`config.mk`:
```
export PLATFORM = sky130hd
export DESIGN_NAME = rta_cell
export DESIGN_NICKNAME = d
export VERILOG_FILES = /design/src/design/rta_pkg.sv /design/src/design/rta_cell.sv
export SDC_FILE = /design/constraint.sdc
export NUM_CORES = 1
export LEC_CHECK = 0
export BUFFER_PORTS_ARGS = -buffer_cell sky130_fd_sc_hd__buf_2
export CAP_MARGIN = 40
export CORE_AREA = 2 2 200 202
export CTS_CLUSTER_SIZE = 12
export DETAILED_ROUTE_END_ITERATION = 16
export DIE_AREA = 0 0 202 204
export PLACE_DENSITY = 0.71
export SLEW_MARGIN = 20
export SYNTH_ARGS = -nofsm -noshare
export SYNTH_HDL_FRONTEND = slang
export SYNTH_SLANG_ARGS = --single-unit
```
`constraint.sdc`:
```
create_clock -name clk -period 15.55 [get_ports clk]
set_input_delay 3.11 -clock clk [delete_from_list [all_inputs] [get_ports clk]]
set_output_delay 3.11 -clock clk [all_outputs]
set_load 0.05 [all_outputs]
```
`src/design/rta_pkg.sv`:
```
package rta_pkg;

	// Result status codes.
	localparam logic [2:0] ST_OK       = 3'd0;
	localparam logic [2:0] ST_ZERO     = 3'd1;
	localparam logic [2:0] ST_OVERFLOW = 3'd2;
	localparam logic [2:0] ST_OVERLAP  = 3'd3;
	localparam logic [2:0] ST_UNMAPPED = 3'd4;
	localparam logic [2:0] ST_CROSS    = 3'd5;
	localparam logic [2:0] ST_FULL     = 3'd6;

	// One stored window.
	typedef struct packed {
		logic [63:0] base;
		logic [63:0] wend;
		logic [7:0]  owner;
	} entry_t;

	// Broadcast from the controller to every cell.
	typedef struct packed {
		logic        eval;
		logic        ins;
		logic [63:0] addr;
		logic [63:0] aend;
		logic [7:0]  owner;
	} ctrl_t;

	// Per-cell evaluation result, zero where the cell does not match.
	typedef struct packed {
		logic        ovn;
		logic        ovp;
		logic        sel;
		logic        unm;
		logic        crs;
		logic [7:0]  own_n;
		logic [7:0]  own_p;
		logic [7:0]  own_s;
		logic [63:0] off;
	} res_t;

endpackage

```
`src/design/rta_cell.sv`:
```
module rta_cell (
	input  logic           clk,
	input  logic           vld,
	input  logic           left_lt,
	input  logic           right_lt,
	input  logic           right_le,
	input  rta_pkg::entry_t left_entry,
	input  rta_pkg::ctrl_t  ctrl,
	output logic           lt,
	output logic           le,
	output rta_pkg::entry_t entry,
	output rta_pkg::res_t   res
);

	rta_pkg::entry_t ent_q;
	rta_pkg::res_t   res_q;
	rta_pkg::res_t   res_d;
	logic            lt_q;
	logic            pos_q;
	logic            pos_hit;
	logic            first;
	logic            last_below;

	// Compare the stored base against the key and combine with the neighbors.
	always_comb begin
		lt         = vld && (ent_q.base < ctrl.addr);
		le         = vld && (ent_q.base <= ctrl.addr);
		pos_hit    = !lt && left_lt;
		first      = vld && pos_hit;
		last_below = lt && !right_lt;
		res_d      = '0;
		res_d.ovn  = first && (ctrl.aend > ent_q.base);
		res_d.ovp  = last_below && (ctrl.addr < ent_q.wend);
		res_d.sel  = le && !right_le;
		res_d.unm  = res_d.sel && (ctrl.addr >= ent_q.wend);
		res_d.crs  = res_d.sel && (ctrl.aend > ent_q.wend);
		if (res_d.ovn) begin
			res_d.own_n = ent_q.owner;
		end
		if (res_d.ovp) begin
			res_d.own_p = ent_q.owner;
		end
		if (res_d.sel) begin
			res_d.own_s = ent_q.owner;
			res_d.off   = ctrl.addr - ent_q.base;
		end
	end

	// Capture the result, then shift right or load the new window on insert.
	always_ff @(posedge clk) begin
		if (ctrl.eval) begin
			res_q <= res_d;
			lt_q  <= lt;
			pos_q <= pos_hit;
		end
		if (ctrl.ins && !lt_q) begin
			if (pos_q) begin
				ent_q.base  <= ctrl.addr;
				ent_q.wend  <= ctrl.aend;
				ent_q.owner <= ctrl.owner;
			end else begin
				ent_q <= left_entry;
			end
		end
	end

	assign entry = ent_q;
	assign res   = res_q;

endmodule

```
==> impl_metrics.py <==
metrics = {
    "logic_synthesis": {
        "syn-mean-instance-area_sq_um": 10.56,
        "synth-warning-count": 0,
        "synth_top_area_share_pct": 39.35,
        "synthArstFlopShare_pct": 0,
        "post_synth_edffs": 231,
        "synthesis.nets": 2205,
        "synth_top_area_cell": "edfxtp_1",
        "syn_area_sq_um": 17630,
        "synth_cells": 1669,
        "synth.area.top_cells": "edfxtp_1 39%, ha_1 18%, mux2_2 8.7%",
        "yosys_most_used_dff": "edfxtp_1",
        "synth_seq_area_share_pct": 39.35,
        "synth_cell_type_count": 74,
        "synth-seq-cells": 231,
    },
    "routing": {
        "route.vias.total": 15180,
        "drt_drc_violations_left": 0,
        "detailedRoute.firstPassIterationCount": 7,
        "detail_route.vias_per_cell": 5.606,
        "routed_wl_um": 58320,
        "routedWlPerCell_um": 21.54,
        "detail_route.iter0.violations": 1101,
        "ant_nets": 0,
    },
    "worst_hold_path": {
        "hp-start": "entry[3]$_DFFE_PP_",
        "worstHoldEndpoint": "res[75]$_SDFFCE_PN0P_",
        "worstHoldPathType": "flip-flop to flip-flop",
        "hold-path-cell-count": 1,
    },
    "sta": {
        "period_minus_slack_ps": 9020,
        "rsz0062_at_grt": "no",
        "timing.final.ws_setup_ps": 6530,
        "final.setup_skew_ps": 11.22,
        "min_period_over_period_pct": 58.00,
        "finalHoldViolCount": 0,
        "timing.slew.headroom_pct": 30.85,
        "sum_neg_setup_slack_ps": 0,
        "final-setup-viol-count": 0,
        "slew_violations": 0,
        "max_slew.worst_pin.slew_ps": 1023,
        "achievable-frequency_mhz": 110.9,
    },
    "cells_and_area": {
        "layoutNonFillerInstCount": 2708,
        "area_growth_pct": 22.11,
        "num-fill-cells": 3522,
        "final_net_count": 2703,
        "post_route_cells_drive_above_1_share_pct": 32.72,
        "sequential_cell_area_sq_um": 6937,
        "multi_input_area_sq_um": 9931,
    },
    "cts": {
        "cts_hold_repair.buffers": 0,
        "cts_buffer_count": 27,
        "cts.sink_count": 231,
        "cts.repair.resized": 0,
        "clk-insertion-delay-late_ps": 560,
        "htreeDepth": 1,
        "cts.repair_timing.setup_buffer_count": 0,
        "root_cell_of_the_clock_tree": "clkbuf_16",
        "tritoncts": "built",
        "cts.clk_slew.worst_paths_ps": 60,
        "cts_buffer_depth": 3,
    },
    "setup_path": {
        "regToRegStartpoint": "entry[122]$_DFFE_PP_",
        "slowest_cell_delay_on_critical_path_ps": 490,
        "worstReg2RegEnd": "res[56]$_SDFFCE_PN0P_",
        "path_cells": "buf_2 -> ha_1 -> nand4_1 -> nor3_1 -> and2_1 -> nand4_1 -> a21o_1 -> a21boi_1 -> buf_2",
        "reg2reg_setup_slack_ps": 11300,
        "timing.critical_path.to_type": "output port",
        "timing.reg2reg.worst_path_depth": 11,
        "slowest_stage": "nor3_1",
        "top_family_by_delay_on_critical_path": "simple AND/OR/NAND/NOR gates",
        "start_kind": "primary input",
        "cp_data_required_time_ps": 12440,
        "timing.critical_path.arrival_ps": 5910,
        "timing.critical_path.buf_inv": 2,
        "timing.critical_path.fanout_max": 7,
        "timing.setup.critical_path_class": "primary input to output port",
    },
    "floorplan": {
        "fp.dieH_um": 204,
        "num_io_pins": 510,
        "initial_core_util_pct": 44.99,
        "core_area_sq_um": 39180,
        "die_width_um": 202,
        "die_area_sq_um": 41210,
        "placement_rows": 73,
    },
    "placed_design": {
        "dpl.cell_count": 2661,
        "portBuffers": 509,
        "dpl.hpwl_um": 47940,
        "place_congestion": 0.9288,
        "post-place-ws_ps": 6546,
    },
    "status": {
        "outcome": "finished clean",
    },
    "global_routing": {
        "grt_first_pass_wirelength_um": 87860,
        "grtUsageTotal_pct": 27.41,
        "vias_in_the_first_global_route": 15240,
        "grt_overflow_total": 0,
        "antenna_violations_before_repair": 0,
        "grt_start_max_net_pins": 72,
    },
    "run": {
        "timing.max_cap.violations": 0,
    },
    "power_and_ir_drop": {
        "total_power_w": 0.001995,
        "worst_vdd_drop_mv": 0.08210,
        "power.density_cell_area_nw_per_um2": 92.67,
        "power.leakage_nw": 10.30,
    },
}
[cell type report]
| cell class | instances | area share, % |
|---|---|---|
| Antenna cell | 1 | 0.01162 |
| Clock inverter | 10 | 0.3197 |
| Inverter | 142 | 2.476 |
| Sequential cell | 231 | 32.22 |
| Timing Repair Buffer | 519 | 12.53 |
| Clock buffer | 34 | 3.260 |
| Multi-Input combinational cell | 1246 | 46.13 |
| Tap cell | 525 | 3.051 |
[where the power goes]
part / switching, W / internal, W
Clock: 0.000261 / 0.000330
Combinational: 0.000424 / 0.000225
Sequential: 0.0000184 / 0.000736
Total: 0.000703 / 0.00129
[cell usage after synthesis, drive strengths merged, types with 11 or more instances]
cell,count
and3,15
mux2,136
inv,142
nand2,64
and2,30
o21ai,76
nand4,60
nand3,20
clkbuf,31
nand2b,20
xor2,22
nor2,115
a21o,110
ha,256
edfxtp,231
o21bai,16
a21oi,129
nor2b,27
buf,19
xnor2,37
nor3,11
[through the flow]
stage,instance area [sq um],hold slack (ps),util (%)
2_1_floorplan,17630,928.9,-
3_3_place_gp,20650,569.9,52.71
3_5_place_dp,20710,575.4,52.85
4_1_cts,21480,590.7,54.81
5_1_grt,21530,631.2,54.94
6_report,21530,593.3,54.94
[worst reg2reg max path, cell delays in order, from the launching register on]
cell	delay, ps
edfxtp_1	400
inv_1	90
ha_1	410
nand4_1	250
nor3_1	490
and2_1	270
nand4_1	220
a21o_1	220
a21boi_1	430
nand2b_2	500
buf_4	470
nor3_1	320
[how the worst max path moves through the flow]
stage                     startpoint                  to  slack (ps)  depth (start not counted)
final                      ctrl[122]                  le        6530                          9
after global routing        ctrl[72]                  le        6430                         12
after CTS                   ctrl[72]                  le        6540                         12
after detailed placement    ctrl[72]                  le        6550                         12
after global placement     ctrl[129]                  le        6560                          9
after floorplan            ctrl[136]  entry[0]$_DFFE_PP_        5900                          1
[registers in the layout, summed over array words and instances, names as in the netlist]
signal and flops:
entry 136, pos_q 1, res 93, lt_q 1
[metal layers]
layer  track usage, %  share of wire [%]  wire length, um  vias up
met1            35.15                 42            24390     7267
met4            8.797                3.5             2016        0
li1                 -                  -                -     7209
met3            4.018                6.6             3828      115
met2            47.61                 48            28090      589
met5                0                  0                0        -
[placed cells by master (no fill, tap or decap), types with 4 or more instances in the layout]
cell type / n
a21o_1: 110
o21bai_1: 16
nor2_1: 115
clkbuf_16: 27
xnor2_1: 37
xor2_1: 22
inv_1: 142
nand3_1: 20
a221oi_1: 7
buf_4: 7
clkbuf_1: 7
a211o_1: 4
nor2b_1: 25
o211ai_1: 8
and2_1: 29
o21ai_1: 9
a31oi_1: 7
a211oi_1: 7
mux2_2: 136
ha_1: 256
o21ai_0: 66
nand2b_1: 19
and3_1: 13
clkinv_2: 4
edfxtp_1: 231
a21oi_1: 126
buf_2: 508
nor3_1: 11
nor4_1: 6
nand2_1: 63
clkinv_1: 5
o31ai_1: 4
o21a_1: 8
nand4_1: 60
[kinds of logic after synthesis]
| group | after synthesis | share of synthesized area, % |
|---|---|---|
| xor+xnor | 59 | 2.931 |
| simple gates | 387 | 11.40 |
| compound gates | 407 | 14.98 |
| buf+inv | 192 | 4.379 |
| fa+ha+maj | 257 | 18.28 |
| mux | 136 | 8.687 |
| flops | 231 | 39.35 |
Power figures use the tool's default switching activity.
